$ cat src/rtl/swfe_pkg.sv
// Package for the sync word frame extractor: frame geometry, reset values
// and the struct of angle words passed from the angle byte store.
// Depends on nothing.
package swfe_pkg;

  // Bytes in one frame after the sync word; legal range is 23 to 63.
  localparam int unsigned FRAME_BYTES = 40;
  // Width of the frame position counter; it must hold FRAME_BYTES itself.
  localparam int unsigned POS_W = 6;
  // Position of the first angle byte (low byte of yaw) in the frame.
  localparam int unsigned YAW_FIRST = 11;
  // Number of angle bytes: yaw, pitch and roll, four bytes each.
  localparam int unsigned ANGLE_COUNT = 12;
  // Sync word after reset.
  localparam logic [31:0] SYNC_RESET = 32'h3031_20ff;

  // Position that means the block is hunting for the sync word.
  localparam logic [POS_W-1:0] POS_HUNT = POS_W'(FRAME_BYTES);
  // Position of the last byte of a frame.
  localparam logic [POS_W-1:0] POS_LAST = POS_W'(FRAME_BYTES - 1);
  localparam logic [POS_W-1:0] POS_ANGLE_LO = POS_W'(YAW_FIRST);
  localparam logic [POS_W-1:0] POS_ANGLE_HI = POS_W'(YAW_FIRST + ANGLE_COUNT - 1);

  typedef struct packed {
    logic [31:0] yaw_bits;
    logic [31:0] pitch_bits;
    logic [31:0] roll_bits;
  } angles_t;

endpackage

$ cat src/rtl/swfe_if.sv
// Valid/ready channel interfaces for the sync word frame extractor:
// a byte channel for the serial input and an angle channel for results.
// Depends on nothing.
interface swfe_byte_if;
  logic       valid;
  logic       ready;
  logic [7:0] data_byte;

  modport source (output valid, output data_byte, input ready);
  modport sink (input valid, input data_byte, output ready);
endinterface

interface swfe_angle_if;
  logic        valid;
  logic        ready;
  logic [31:0] yaw_bits;
  logic [31:0] pitch_bits;
  logic [31:0] roll_bits;

  modport source (output valid, output yaw_bits, output pitch_bits, output roll_bits,
                  input ready);
  modport sink (input valid, input yaw_bits, input pitch_bits, input roll_bits,
                output ready);
endinterface

$ cat src/rtl/swfe_angle_store.sv
// Angle byte store: a twelve byte shift line that captures frame bytes 11
// to 22 in arrival order. Depends on swfe_pkg.
module swfe_angle_store (
  input  logic            clk,
  input  logic            shift_en,
  input  logic [7:0]      data_byte,
  output swfe_pkg::angles_t angles
);

  logic [7:0] angle_bytes [swfe_pkg::ANGLE_COUNT];
  logic [7:0] angle_bytes_next [swfe_pkg::ANGLE_COUNT];

  // Bytes enter at the top and move down, so after a whole frame entry 0
  // holds frame byte 11. The words are taken from the next contents so a
  // frame that ends on an angle byte still sees it.
  always_comb begin
    for (int i = 0; i < swfe_pkg::ANGLE_COUNT; i++) begin
      angle_bytes_next[i] = angle_bytes[i];
    end
    if (shift_en) begin
      for (int i = 0; i < swfe_pkg::ANGLE_COUNT - 1; i++) begin
        angle_bytes_next[i] = angle_bytes[i+1];
      end
      angle_bytes_next[swfe_pkg::ANGLE_COUNT-1] = data_byte;
    end
  end

  always_ff @(posedge clk) begin
    for (int i = 0; i < swfe_pkg::ANGLE_COUNT; i++) begin
      angle_bytes[i] <= angle_bytes_next[i];
    end
  end

  assign angles.yaw_bits   = {angle_bytes_next[3], angle_bytes_next[2],
                              angle_bytes_next[1], angle_bytes_next[0]};
  assign angles.pitch_bits = {angle_bytes_next[7], angle_bytes_next[6],
                              angle_bytes_next[5], angle_bytes_next[4]};
  assign angles.roll_bits  = {angle_bytes_next[11], angle_bytes_next[10],
                              angle_bytes_next[9], angle_bytes_next[8]};

endmodule

$ cat src/rtl/sync_word_frame_extractor_core.sv
// Top level of the sync word frame extractor: sync hunt, frame counter and
// the result register. Depends on swfe_pkg, swfe_if.sv and swfe_angle_store.
//
//   channel     direction  beat carries                      handshake
//   byte_in     in         data_byte, one serial byte         valid/ready
//   angle_out   out        yaw_bits, pitch_bits, roll_bits    valid/ready
//   sync_word   in         sync_word_wdata                    sync_word_we
//
// Every byte beat is handled in the cycle it is accepted, so one byte is
// taken per clock but for the stall described below; a frame result
// appears in angle_out in the cycle after the last frame byte is accepted.
// Reset (rst, synchronous) puts the block in the hunting state with a
// cleared sync window and the default sync word, and drops angle_out.valid.
// A stall on angle_out holds back byte_in only when the byte about to be
// accepted would finish another frame; every other byte keeps flowing.
module sync_word_frame_extractor_core (
  input  logic                 clk,
  input  logic                 rst,
  swfe_byte_if.sink            byte_in,
  swfe_angle_if.source         angle_out,
  input  logic                 sync_word_we,
  input  logic [31:0]          sync_word_wdata
);

  logic [31:0]              sync_word;
  logic [31:0]              sync_window;
  logic [31:0]              sync_window_next;
  logic [swfe_pkg::POS_W-1:0] frame_pos;
  logic [swfe_pkg::POS_W-1:0] frame_pos_next;
  logic                     out_valid;
  swfe_pkg::angles_t        out_angles;
  swfe_pkg::angles_t        store_angles;
  logic                     in_accept;
  logic                     hunting;
  logic                     emit;
  logic                     angle_shift;
  logic [31:0]              shifted_window;

  // The byte that completes a frame may only enter when the result register
  // is free or is being emptied in this cycle.
  assign byte_in.ready = !out_valid || angle_out.ready || (frame_pos != swfe_pkg::POS_LAST);
  assign in_accept     = byte_in.valid && byte_in.ready;
  assign hunting       = (frame_pos >= swfe_pkg::POS_HUNT);
  assign emit          = in_accept && (frame_pos == swfe_pkg::POS_LAST);
  assign angle_shift   = in_accept && (frame_pos >= swfe_pkg::POS_ANGLE_LO)
                         && (frame_pos <= swfe_pkg::POS_ANGLE_HI);
  assign shifted_window = {sync_window[23:0], byte_in.data_byte};

  // While hunting the byte shifts into the window and is compared after the
  // shift; a match clears the window so the next sync must come in fresh
  // bytes. While collecting, the window stays clear and only the counter
  // moves.
  always_comb begin
    sync_window_next = sync_window;
    frame_pos_next   = frame_pos;
    if (in_accept) begin
      if (hunting) begin
        if (shifted_window == sync_word) begin
          sync_window_next = '0;
          frame_pos_next   = '0;
        end else begin
          sync_window_next = shifted_window;
        end
      end else begin
        frame_pos_next = frame_pos + 1'b1;
      end
    end
  end

  swfe_angle_store u_angle_store (
    .clk       (clk),
    .shift_en  (angle_shift),
    .data_byte (byte_in.data_byte),
    .angles    (store_angles)
  );

  always_ff @(posedge clk) begin
    if (rst) begin
      sync_word   <= swfe_pkg::SYNC_RESET;
      sync_window <= '0;
      frame_pos   <= swfe_pkg::POS_HUNT;
      out_valid   <= 1'b0;
    end else begin
      if (sync_word_we) begin
        sync_word <= sync_word_wdata;
      end
      sync_window <= sync_window_next;
      frame_pos   <= frame_pos_next;
      if (emit) begin
        out_valid <= 1'b1;
      end else if (angle_out.ready) begin
        out_valid <= 1'b0;
      end
    end
  end

  // Result payload needs no reset; it is qualified by out_valid.
  always_ff @(posedge clk) begin
    if (emit) begin
      out_angles <= store_angles;
    end
  end

  assign angle_out.valid      = out_valid;
  assign angle_out.yaw_bits   = out_angles.yaw_bits;
  assign angle_out.pitch_bits = out_angles.pitch_bits;
  assign angle_out.roll_bits  = out_angles.roll_bits;

  // The counter never runs past the hunting value.
  a_pos_range: assert property (@(posedge clk) disable iff (rst)
    frame_pos <= swfe_pkg::POS_HUNT)
    else $error("frame position out of range");

  // The sync window stays clear for the whole of a frame.
  a_window_clear: assert property (@(posedge clk) disable iff (rst)
    (frame_pos < swfe_pkg::POS_HUNT) |-> (sync_window == '0))
    else $error("sync window not clear while collecting");

  // Finishing a frame returns to hunting with a result waiting.
  a_emit: assert property (@(posedge clk) disable iff (rst)
    emit |=> (out_valid && frame_pos == swfe_pkg::POS_HUNT))
    else $error("frame end did not produce a result");

  // Input is held back only for a frame end behind a stalled result.
  a_ready: assert property (@(posedge clk) disable iff (rst)
    !byte_in.ready |-> (out_valid && !angle_out.ready && frame_pos == swfe_pkg::POS_LAST))
    else $error("byte input stalled without cause");

endmodule

$ cat src/flat_wrapper.sv
// flat-port wrapper written by rule: the top's interface ports become plain ports
module sync_word_frame_extractor_core_flat 
  (clk, rst, sync_word_we, sync_word_wdata, byte_in_valid, byte_in_data_byte, byte_in_ready, angle_out_valid, angle_out_yaw_bits, angle_out_pitch_bits, angle_out_roll_bits, angle_out_ready);
  swfe_byte_if byte_in_i ();
  swfe_angle_if angle_out_i ();
  input  logic clk;
  input  logic rst;
  input  logic sync_word_we;
  input  logic [31:0] sync_word_wdata;
  input wire logic [$bits(byte_in_i.valid)-1:0] byte_in_valid;
  input wire logic [$bits(byte_in_i.data_byte)-1:0] byte_in_data_byte;
  output wire logic [$bits(byte_in_i.ready)-1:0] byte_in_ready;
  output wire logic [$bits(angle_out_i.valid)-1:0] angle_out_valid;
  output wire logic [$bits(angle_out_i.yaw_bits)-1:0] angle_out_yaw_bits;
  output wire logic [$bits(angle_out_i.pitch_bits)-1:0] angle_out_pitch_bits;
  output wire logic [$bits(angle_out_i.roll_bits)-1:0] angle_out_roll_bits;
  input wire logic [$bits(angle_out_i.ready)-1:0] angle_out_ready;
  assign byte_in_i.valid = byte_in_valid;
  assign byte_in_i.data_byte = byte_in_data_byte;
  assign byte_in_ready = byte_in_i.ready;
  assign angle_out_valid = angle_out_i.valid;
  assign angle_out_yaw_bits = angle_out_i.yaw_bits;
  assign angle_out_pitch_bits = angle_out_i.pitch_bits;
  assign angle_out_roll_bits = angle_out_i.roll_bits;
  assign angle_out_i.ready = angle_out_ready;
  sync_word_frame_extractor_core u_core (.clk(clk), .rst(rst), .byte_in(byte_in_i), .angle_out(angle_out_i), .sync_word_we(sync_word_we), .sync_word_wdata(sync_word_wdata));
endmodule
$ cat config.mk
export PLATFORM = sky130hd
export DESIGN_NAME = sync_word_frame_extractor_core_flat
export DESIGN_NICKNAME = d
export VERILOG_FILES = /design/src/rtl/swfe_pkg.sv /design/src/rtl/swfe_if.sv /design/src/rtl/swfe_angle_store.sv /design/src/rtl/sync_word_frame_extractor_core.sv /design/src/flat_wrapper.sv
export SDC_FILE = /design/constraint.sdc
export NUM_CORES = 1
export LEC_CHECK = 0
export ABC_CLOCK_PERIOD_IN_PS = 5000
export BUFFER_PORTS_ARGS = -buffer_cell sky130_fd_sc_hd__buf_4
export CAP_MARGIN = 25
export CORE_MARGIN = 5
export CORE_UTILIZATION = 58
export CTS_BUF_LIST = sky130_fd_sc_hd__clkbuf_2 sky130_fd_sc_hd__clkbuf_4 sky130_fd_sc_hd__clkbuf_8
export CTS_CLUSTER_SIZE = 12
export DETAILED_ROUTE_END_ITERATION = 12
export PLACE_DENSITY = 0.84
export SYNTH_ARGS = -nofsm -noshare
export SYNTH_HDL_FRONTEND = slang
export SYNTH_HIERARCHICAL = 1
export SYNTH_SLANG_ARGS = --single-unit
$ cat constraint.sdc
create_clock -name clk -period 5 [get_ports clk]
set_input_delay 0.25 -clock clk [delete_from_list [all_inputs] [get_ports clk]]
set_output_delay 0.25 -clock clk [all_outputs]
set_load 0.05 [all_outputs]
==> results of run 1 <==
-- worst max-delay path by stage --
| stage | to | slack, ps | from | depth (start not counted) |
|---|---|---|---|---|
| floorplan | u_core/angle_out.pitch_bits[0]$_DFFE_PP_ | 1120 | u_core/angle_out.valid$_SDFFE_PP0P_ | 3 |
| global placement | u_core/angle_out.pitch_bits[0]$_DFFE_PP_ | 2180 | u_core/frame_pos[0]$_SDFFE_PP0P_ | 5 |
| detailed placement | u_core/angle_out.pitch_bits[0]$_DFFE_PP_ | 1990 | u_core/frame_pos[0]$_SDFFE_PP0P_ | 5 |
| CTS | u_core/angle_out.pitch_bits[27]$_DFFE_PP_ | 1950 | u_core/frame_pos[0]$_SDFFE_PP0P_ | 5 |
| global route | u_core/angle_out.roll_bits[13]$_DFFE_PP_ | 1780 | u_core/frame_pos[0]$_SDFFE_PP0P_ | 5 |
| finish | u_core/angle_out.pitch_bits[27]$_DFFE_PP_ | 1950 | u_core/frame_pos[0]$_SDFFE_PP0P_ | 5 |
-- layout make-up --
cell class	count	area, um^2	area share [%]
Sequential cell	255	6070	52.4
Multi-Input combinational cell	321	2880	24.9
Timing Repair Buffer	184	1500	12.9
Clock buffer	59	724	6.26
Tap cell	216	270	2.33
Clock inverter	12	113	0.973
Inverter	6	22.5	0.195
-- routing by layer --
metal | vias to the layer above | track usage (%)
met5 | - | 0
met4 | 0 | 8.34
met3 | 47 | 4.85
met2 | 230 | 34.3
met1 | 2699 | 27.1
li1 | 2622 | -
-- layout by cell type (no fill, tap or decap), types with 5 or more instances in the layout --
cell	count
mux2_4	40
dfxtp_1	159
clkbuf_4	14
mux2i_1	18
edfxtp_1	96
a211o_1	14
mux2_2	56
xor2_1	32
nor4_2	5
clkbuf_8	45
buf_4	144
a21oi_1	31
dlygate4sd3_1	38
nor2b_1	14
inv_1	6
clkinv_2	5
o211ai_1	8
nor2_1	20
nand2_1	31
o211ai_2	20
-- power by group --
part / internal, mW / switching (mW)
combinational: 0.0844 / 0.0737
clock: 1.03 / 0.770
sequential: 2.17 / 0.0219
total: 3.29 / 0.865
-- per-stage QoR --
stage	total power [mW]	worst slack, ps	hold slack (ps)	util (%)	cells
finish	4.15	1950	47.8	73.7	1053
floorplan	2.31	1120	372	-	614
global route	4.31	1780	24.0	73.7	1053
global placement	2.36	2180	454	65.8	943
CTS	4.19	1950	14.8	73.6	1052
detailed placement	2.36	1990	458	65.8	943
-- critical path: cells and delay by family (launching register included) --
kind | cells | cell delay [ps]
AOI/OAI and AO/OA | 1 | 470
and+or+nand+nor | 2 | 1070
adders and majority gates | 1 | 280
DFF | 1 | 350
buffers and inverters | 1 | 480
-- repair_timing --
| action | 4_1_cts | 5_1_grt |
|---|---|---|
| hold buffers | 38 | 0 |
| setup buffers | 0 | 0 |
| hold endpoints to repair | 41 | 0 |
| setup endpoints to repair | 0 | 0 |
-- cells by family (layout without fill, tap and decap cells) --
kind of cell,count (synthesis),count (layout)
flip-flops,255,255
buffers and inverters,38,261
XOR/XNOR,32,32
AO/OA/AOI/OAI,85,85
AND/OR/NAND/NOR,88,88
multiplexers,114,114
adder cells (fa/ha/maj),2,2
-- state kept, by name (all words and copies together), names as in the netlist --
register,count
u_core/angle_out.pitch_bits,32
u_core/angle_out.roll_bits,32
u_core/angle_out.valid,1
u_core/angle_out.yaw_bits,32
u_core/frame_pos,6
u_core/sync_window,24
u_core/sync_word,32
u_core/u_angle_store/angle_bytes,96
-- Yosys cell counts (all sizes together) (2+ instances only) --
| master | number | area share [%] |
|---|---|---|
| a31oi | 2 | 0.14 |
| inv | 6 | 0.24 |
| a311oi | 3 | 0.29 |
| a21oi | 31 | 1.7 |
| a211o | 14 | 1.3 |
| nor3 | 3 | 0.16 |
| clkbuf | 10 | 0.41 |
| dfxtp | 159 | 35 |
| nor4 | 8 | 0.88 |
| ha | 2 | 0.27 |
| mux2 | 96 | 13 |
| nor2 | 21 | 0.86 |
| nor3b | 2 | 0.22 |
| mux2i | 18 | 2.0 |
| buf | 22 | 2.3 |
| nand4 | 2 | 0.37 |
| xor2 | 32 | 3.0 |
| nor2b | 14 | 0.95 |
| nand3 | 3 | 0.16 |
| edfxtp | 96 | 31 |
| o21ai | 4 | 0.26 |
| o211ai | 28 | 3.4 |
| nand2 | 31 | 1.3 |
==> results.md, run 1 <==
| Metric | Value |
| --- | --- |
| Routed via count | 5,598 |
| Floorplan Core Area | 15,700 um^2 |
| Lkg Pwr | 4.51 nW |
| Clock skew after layout | 27.8 ps |
| Xor-xnor portion of the synthesized cell area | 3.04% |
| Largest family of logic cells by synthesized area | multiplexers |
| Status | finished, final reports clean |
| Type of element launching the critical path | flop |
| Gate count of the mapped netlist | 614 |
| Simple-Gate Fraction of Synth Area | 5.18% |
| Post-DRT Antenna Nets | 0 |
| Filler cells | 953 |
| Antenna fix cells | 0 |
| Area of the mapped netlist | 9210 um^2 |
| Wire length on met3 | 1310 um |
| Fraction of registers with async set/reset | 0% |
| Total negative slack | 0 ps |
| Synth Area in Compound Gates | 7.31% |
| Master cell of the clock root buffer | clkbuf_8 |
| Reg2reg setup slack | 1950 ps |
| Portion of the clock cycle consumed by the worst path in the final layout | 61.0% |
| Area after DPL | 10,300 um^2 |
| Synth Net Count | 661 |
| Area growth syn-to-layout | 25.7% |
| Critical Path RT | 5160 ps |
| Row Count | 46 |
| Slew at the pin with the worst max-slew slack | 965 ps |
| Met1 WL | 8150 um |
| Die height | 136 um |
| Category of the most critical setup path | flop to flop |
| Hold endpoint | u_core/sync_word[31]$_SDFFE_PP0P_ |
| Final hold vios | 0 |
| Source of the worst hold timing path | sync_word_wdata[31] |
| Pwr Density | 359 nW/um^2 |
| Maximum number of pins on one net before global-route repair | 97 |
| Peak per-stage delay on the critical path | 860 ps |
| Worst-path fanout max | 72 |
| Count of synthesis-stage warnings from yosys | 6 |
| Detailed Place HPWL | 11,800 um |
| Max-capacitance violation count | 0 |
| Number of enable-type register cells in the synthesized netlist | 96 |
| Data arrival time of the critical path | 3210 ps |
| Critical R2R Capture | u_core/angle_out.pitch_bits[27]$_DFFE_PP_ |
| Startpoint of the most critical register-to-register path | u_core/frame_pos[0]$_SDFFE_PP0P_ |
| Clock sink total | 255 |
| Remaining design rule violation count | 0 |
| Number of global-route vias before repair | 5,838 |
| Count of distinct cell types in the synthesized netlist | 41 |
| Die Area | 18,500 um^2 |
| Die span in x | 136 um |
| Nets | 854 |
| Post-synthesis register bit count | 255 |
| Global-route wire length before repair | 30,500 um |
| Clock buffer count from CTS | 39 |
| Amount of wire on met2 after detailed routing | 9510 um |
| RSZ-0062 raised after global routing | false |
| Mux contribution to synthesized area | 15.3% |
| Setup-failing EPs final | 0 |
| Number of antenna violations at the first check in global routing | 0 |
| Longest Clk Path Bufs | 3 |
| Global placer's final weighted congestion | 0.805 |
| Finished Cell Area | 11,600 um^2 |
| Count of H-tree levels built during CTS | 2 |
| Critical Path End Type | flop |
| Share of final-layout standard cells stronger than drive strength 1 | 40.9% |
| Final-report max-slew violation count | 0 |
| Total grt overflow | 0 |
| Post-layout min period | 3050 ps |
| Flip-flop cell with the highest count after synthesis | dfxtp_1 |
| Cell-by-cell listing of the critical path | ha_1, and4b_1, a21oi_1, and2_4, buf_4 |
| Cell with the biggest individual delay on the critical path | and2_4 |
| Highest metal layer with signal wires | met4 |
| Normalized max-slew margin | 35.7% |
| TritonCTS clock tree | yes |
| Routed length per instance | 18.5 um |
| Clock-pin slew on the worst setup and hold paths | 60 ps |
| Cells on worst reg2reg path | 5 |
| Post-CTS Resized | 0 |
| Skew-Pair Late Insertion Delay | 520 ps |
| Final Routed Wirelength | 19,500 um |
| Drt via density | 5.32 |
| Number of design-rule violations left by the first detailed-router iteration | 320 |
| Max Fclk | 328 MHz |
| Initial cell density of the core | 58.6% |
| Hold path cells | 3 |
| Global routing usage summed across all routing layers | 20.9% |
| Worst hold path class | input pin to flop |
| IO buf count | 142 |
| Sequential element share of the synthesized area | 65.9% |
| Mapped Avg Cell Area | 15.0 um^2 |
| Worst supply voltage drop on vdd | 195 uV |
| Iteration count of the initial detailed-routing pass | 5 |
| Io pins | 143 |
| Adder and majority cell fraction of the synthesized area | 0.272% |
Note: power is estimated with default switching activity, not from simulation.
==> run 2, diff against run 1 <==
--- a/config.mk
+++ b/config.mk
@@ -5,15 +5,15 @@
 export SDC_FILE = /design/constraint.sdc
 export NUM_CORES = 1
 export LEC_CHECK = 0
-export ABC_CLOCK_PERIOD_IN_PS = 5000
+export ABC_CLOCK_PERIOD_IN_PS = 2800
 export BUFFER_PORTS_ARGS = -buffer_cell sky130_fd_sc_hd__buf_4
 export CAP_MARGIN = 25
 export CORE_MARGIN = 5
-export CORE_UTILIZATION = 58
+export CORE_UTILIZATION = 53
 export CTS_BUF_LIST = sky130_fd_sc_hd__clkbuf_2 sky130_fd_sc_hd__clkbuf_4 sky130_fd_sc_hd__clkbuf_8
 export CTS_CLUSTER_SIZE = 12
 export DETAILED_ROUTE_END_ITERATION = 12
-export PLACE_DENSITY = 0.84
+export PLACE_DENSITY = 0.81
 export SYNTH_ARGS = -nofsm -noshare
 export SYNTH_HDL_FRONTEND = slang
 export SYNTH_HIERARCHICAL = 1
==> constraint.sdc (replaced) <==
create_clock -name clk -period 2.8 [get_ports clk]
set_input_delay 0.14 -clock clk [delete_from_list [all_inputs] [get_ports clk]]
set_output_delay 0.14 -clock clk [all_outputs]
set_load 0.05 [all_outputs]
==> run 2 against run 1 <==
Effect of this change: global-route usage decreased by 1.9 points; cell area increased by 0.81%; total power increased by 76%; clock skew increased by 5.8 ps; first-iteration DRC count increased by 9.1%; routed wire length increased by 1.3%; combinational power increased by 82%; maximum frequency increased by 24%; setup slack got worse by 1600 ps; critical path depth unchanged; sequential share of layout area decreased by 0.42 points; sequential cell count unchanged; largest cell class unchanged.
==> results.md, run 2 (synthesized netlist as in run 1, its figures left out) <==
| Metric | Value |
| --- | --- |
| Clock-pin slew on the worst setup and hold paths | 70 ps |
| Global routing usage summed across all routing layers | 19.0% |
| Finished Cell Area | 11,700 um^2 |
| Die height | 142 um |
| Global-route wire length before repair | 30,400 um |
| Clock skew after layout | 33.7 ps |
| Max-capacitance violation count | 0 |
| Overall power consumption | 7.32 mW |
| Critical Path RT | 3020 ps |
| Drt via density | 5.20 |
| Max FFs per register | 96 |
| Clock sink total | 255 |
| Number of design-rule violations left by the first detailed-router iteration | 349 |
| Setup-failing EPs final | 0 |
| Max Fclk | 406 MHz |
| Skew-Pair Late Insertion Delay | 540 ps |
| Worst-path fanout max | 18 |
| Final core utilization | 67.9% |
| Final hold vios | 0 |
| IO buf count | 142 |
| Tightest hold margin | 100 ps |
| Top reg by flops | u_core/u_angle_store/angle_bytes |
| Number of antenna violations at the first check in global routing | 0 |
| Antenna fix cells | 0 |
| Post-DRT Antenna Nets | 0 |
| Number of buffers added for setup after CTS | 0 |
| Iteration count of the initial detailed-routing pass | 5 |
| Slew at the pin with the worst max-slew slack | 868 ps |
| RSZ-0062 raised after global routing | false |
| Worst hold path class | input pin to flop |
| Share of final-layout standard cells stronger than drive strength 1 | 41.0% |
| Final-report max-slew violation count | 0 |
| Initial cell density of the core | 53.6% |
| Clock buffer count from CTS | 40 |
| Lkg Pwr | 4.55 nW |
| Final Routed Wirelength | 19,700 um |
| Routed length per instance | 18.4 um |
| Peak per-stage delay on the critical path | 540 ps |
| Pre-CTS setup slack | 433 ps |
| Final setup margin | 338 ps |
| Total grt overflow | 0 |
| Area growth syn-to-layout | 26.7% |
| Pwr Density | 627 nW/um^2 |
| Kind of cell adding the most delay to the critical path | simple AND/OR/NAND/NOR gates |
| Post-Layout Cell Count | 1,071 |
| Cell count after placement | 958 |
| Worst supply voltage drop on vdd | 429 uV |
| Portion of the clock cycle consumed by the worst path in the final layout | 87.9% |
| Longest Clk Path Bufs | 3 |
| Cell-by-cell listing of the critical path | ha_1, and4b_1, a21oi_1, and2_4, buf_4 |
| Cell with the biggest individual delay on the critical path | a21oi_1 |
| Commonest non-fill, non-tap cell in the layout | dfxtp_1 |
| Critical Path End Type | flop |
| Number of global-route vias before repair | 5,782 |
| Row Count | 48 |
| Total negative slack | 0 ps |
| Master cell of the clock root buffer | clkbuf_8 |
| Post-layout min period | 2460 ps |
| Die span in x | 142 um |
| Normalized max-slew margin | 42.0% |
| Die Area | 20,100 um^2 |
| Type of element launching the critical path | flop |
| Category of the most critical setup path | flop to flop |
| Maximum number of pins on one net before global-route repair | 65 |
| Status | finished, final reports clean |
| Data arrival time of the critical path | 2690 ps |
| Count of H-tree levels built during CTS | 2 |
| Routed via count | 5,573 |
| Post-CTS Resized | 0 |
| CP Buf/Inv Count | 1 |
| Detailed Place HPWL | 12,400 um |
| Remaining design rule violation count | 0 |
| Area after DPL | 10,400 um^2 |
| TritonCTS clock tree | yes |
| Nets | 864 |
| Floorplan Core Area | 17,200 um^2 |
| Io pins | 143 |
| Global placer's final weighted congestion | 0.874 |
| Leading cell types in the layout, fill and taps excluded | 159 x dfxtp_1, 147 x buf_4, 96 x edfxtp_1, 56 x mux2_2, 45 x clkbuf_8 |
-- run 2: changes by cell type in the layout (fill, tap and decap cells not counted) --
cell	change
inv_8	+1
dlygate4sd3_1	+4
buf_8	-1
inv_12	+1
bufinv_16	-2
clkinvlp_4	-1
clkinv_2	-3
clkbuf_4	+4
buf_12	+3
buf_4	+3
-- run 2: layout make-up --
class	instances	area (um^2)
Timing Repair Buffer	193	1600
Inverter	6	22.5
Multi-Input combinational cell	321	2880
Clock inverter	8	57.6
Tap cell	225	282
Fill cell	1134	5510
Sequential cell	255	6070
Clock buffer	63	754
-- run 2: worst register-to-register path, cell delays in order, from the launching register on --
cell and delay (ps):
dfxtp_1 370, ha_1 270, and4b_1 210, a21oi_1 540, and2_4 440, buf_4 330
-- run 2: path summary, 6_finish.rpt --
kind / to / cells after the start / startpoint / slack, ps
worst min-delay path: u_core/sync_word[31]$_SDFFE_PP0P_ / 2 / rst / 100
worst max-delay path: u_core/angle_out.pitch_bits[2]$_DFFE_PP_ / 5 / u_core/frame_pos[0]$_SDFFE_PP0P_ / 340
worst min register to register: u_core/sync_window[19]$_SDFFE_PP0P_ / 2 / u_core/sync_window[19]$_SDFFE_PP0P_ / 470
worst max register to register: u_core/angle_out.pitch_bits[2]$_DFFE_PP_ / 5 / u_core/frame_pos[0]$_SDFFE_PP0P_ / 340
-- run 2: repair_timing --
item / CTS / global route
hold endpoints to repair: 58 / 0
hold buffers: 42 / 0
setup endpoints to repair: 0 / 0
-- run 2: where the power goes --
group	internal, mW	switching [mW]	leakage (nW)
registers	3.87	0.0380	2.01
logic	0.154	0.135	2.10
clock network	1.73	1.39	0.437
total	5.75	1.56	4.55
-- run 2: per-layer routing --
metal  up-vias  share of wire, %  global-route usage (%)
met3        46               6.1                    4.38
met5         -                 0                       0
met1      2693                41                    23.0
met4         0               2.6                    6.62
met2       197                51                    33.4
li1       2637                 -                       -
==> run 3, diff against run 2 <==
--- a/config.mk
+++ b/config.mk
@@ -9,11 +9,11 @@
 export BUFFER_PORTS_ARGS = -buffer_cell sky130_fd_sc_hd__buf_4
 export CAP_MARGIN = 25
 export CORE_MARGIN = 5
-export CORE_UTILIZATION = 53
+export CORE_UTILIZATION = 25
 export CTS_BUF_LIST = sky130_fd_sc_hd__clkbuf_2 sky130_fd_sc_hd__clkbuf_4 sky130_fd_sc_hd__clkbuf_8
 export CTS_CLUSTER_SIZE = 12
 export DETAILED_ROUTE_END_ITERATION = 12
-export PLACE_DENSITY = 0.81
+export PLACE_DENSITY = 0.46
 export SYNTH_ARGS = -nofsm -noshare
 export SYNTH_HDL_FRONTEND = slang
 export SYNTH_HIERARCHICAL = 1
==> run 3 against run 2 <==
Effect of this change: sequential power is essentially flat; worst hold slack better by 33 ps; first-iteration DRC count decreased by 47%; maximum frequency up 11%; die area is 100% higher; sequential cell count stayed put; global-route usage down 9.2 points; critical path depth is the same; core utilization is 35 points lower; setup slack better by 240 ps; critical path type unchanged; critical endpoint is now u_core/angle_out.pitch_bits[11]$_DFFE_PP_.
==> results.md, run 3 (synthesized netlist as in run 1, its figures left out) <==
| Metric | Value |
| --- | --- |
| Status | finished, final reports clean |
| Commonest non-fill, non-tap cell in the layout | dfxtp_1 |
| Slew at the pin with the worst max-slew slack | 732 ps |
| Met1 usage | 12.8% |
| Global placer's final weighted congestion | 0.690 |
| Skew-Pair Late Insertion Delay | 550 ps |
| Final hold vios | 0 |
| Filler cells | 3,595 |
| Nets | 874 |
| Grt met3 use | 3.19% |
| Clock skew after layout | 31.6 ps |
| Routed length per instance | 15.4 um |
| Floorplan Core Area | 36,500 um^2 |
| Global-route wire length before repair | 32,000 um |
| Peak per-stage delay on the critical path | 390 ps |
| Clock buffer count from CTS | 45 |
| Worst hold path class | input pin to flop |
| Remaining design rule violation count | 0 |
| Portion of the clock cycle consumed by the worst path in the final layout | 79.3% |
| Area after DPL | 10,800 um^2 |
| Type of element launching the critical path | flop |
| Final-report max-slew violation count | 0 |
| Maximum number of pins on one net before global-route repair | 65 |
| Layer carrying the most global-route usage | met2 |
| Post-DRT Antenna Nets | 0 |
| Finished Cell Area | 12,200 um^2 |
| Max FFs per register | 96 |
| Cell-by-cell listing of the critical path | ha_1, o211ai_1, a211oi_4, buf_12, mux2_2 |
| IO buf count | 142 |
| Detailed Place HPWL | 13,400 um |
| Global routing usage summed across all routing layers | 9.78% |
| Post-CTS Resized | 0 |
| Iteration count of the initial detailed-routing pass | 4 |
| Post-layout min period | 2220 ps |
| Area growth syn-to-layout | 32.4% |
| Critical Path RT | 3070 ps |
| Worst-path fanout max | 58 |
| Cell with the biggest individual delay on the critical path | mux2_2 |
| Max Fclk | 450 MHz |
| Initial cell density of the core | 25.2% |
| Count of H-tree levels built during CTS | 2 |
| Clock sink total | 255 |
| Share of final-layout standard cells stronger than drive strength 1 | 42.1% |
| Normalized max-slew margin | 51.2% |
| Die span in x | 202 um |
| Hold buffer count at CTS | 43 |
| Critical Path End Type | flop |
| Data arrival time of the critical path | 2490 ps |
| Number of design-rule violations left by the first detailed-router iteration | 185 |
| Antenna fix cells | 0 |
| Number of buffers added for setup after CTS | 0 |
| RSZ-0062 raised after global routing | false |
| Total negative slack | 0 ps |
| Clock-pin slew on the worst setup and hold paths | 60 ps |
| Top reg by flops | u_core/u_angle_store/angle_bytes |
| Longest Clk Path Bufs | 3 |
| Row Count | 70 |
| Kind of cell adding the most delay to the critical path | compound AO/OA/AOI/OAI gates |
| Number of global-route vias before repair | 5,516 |
| Total grt overflow | 0 |
| Global-route met2 utilization | 15.1% |
| Die height | 202 um |
| Routed via count | 5,410 |
| CP Buf/Inv Count | 1 |
| Master cell of the clock root buffer | clkbuf_8 |
| Setup-failing EPs final | 0 |
| Io pins | 143 |
| Drt via density | 4.06 |
| Category of the most critical setup path | flop to flop |
| Final Routed Wirelength | 20,500 um |
| Lkg Pwr | 4.66 nW |
| Pwr Density | 642 nW/um^2 |
| Number of antenna violations at the first check in global routing | 0 |
| Max-capacitance violation count | 0 |
| Leading cell types in the layout, fill and taps excluded | 159 x dfxtp_1, 150 x buf_4, 96 x edfxtp_1, 56 x mux2_2, 52 x clkbuf_8 |
| Worst supply voltage drop on vdd | 303 uV |
| TritonCTS clock tree | yes |
| Die Area | 40,800 um^2 |
run 3: cell type report:
type / instances / area [um^2] / share of cell area, %
clock buffer: 71 / 858 / 7.04
clock inverter: 12 / 121 / 0.995
inverter: 6 / 22.5 / 0.185
multi-input combinational: 321 / 2880 / 23.7
sequential: 255 / 6070 / 49.7
tap: 468 / 586 / 4.80
timing repair buffer: 198 / 1660 / 13.6
run 3: final timing paths:
kind                                                     to                                start  depth (start not counted)  slack [ps]
setup reg to reg  u_core/angle_out.pitch_bits[11]$_DFFE_PP_     u_core/frame_pos[0]$_SDFFE_PP0P_                          5         580
setup / recovery  u_core/angle_out.pitch_bits[11]$_DFFE_PP_     u_core/frame_pos[0]$_SDFFE_PP0P_                          5         580
hold / removal            u_core/sync_word[18]$_SDFFE_PP0P_                                  rst                          2         130
hold reg to reg         u_core/sync_window[16]$_SDFFE_PP0P_  u_core/sync_window[16]$_SDFFE_PP0P_                          2         470
run 3: report_power, final:
part,total (mW),internal (mW),leakage [nW],switching (mW)
logic,0.286,0.156,2.13,0.130
registers,3.91,3.87,2.01,0.0371
clock network,3.64,2.14,0.517,1.50
run 3: metal layers:
metal / vias to the layer above / share of wire, %
met2: 141 / 45
met4: 0 / 2.5
met3: 39 / 6.6
li1: 2674 / -
met1: 2556 / 46
met5: - / 0
run 3: metrics by stage:
step                worst slack, ps  hold slack, ps  util [%]  cells  power [mW]
finish                          580             134      33.4   1331        7.83
global route                    456             127      33.4   1331        8.21
CTS                             547            96.4      33.4   1331        8.00
detailed placement              588             351      29.5   1205        4.23
global placement                610             346      29.5   1205        4.23
floorplan                       450             262         -    614        4.13
run 3: worst reg2reg max path: stages, from the launching register on:
cell and delay (ps):
dfxtp_1 380, ha_1 240, o211ai_1 140, a211oi_4 380, buf_12 360, mux2_2 440
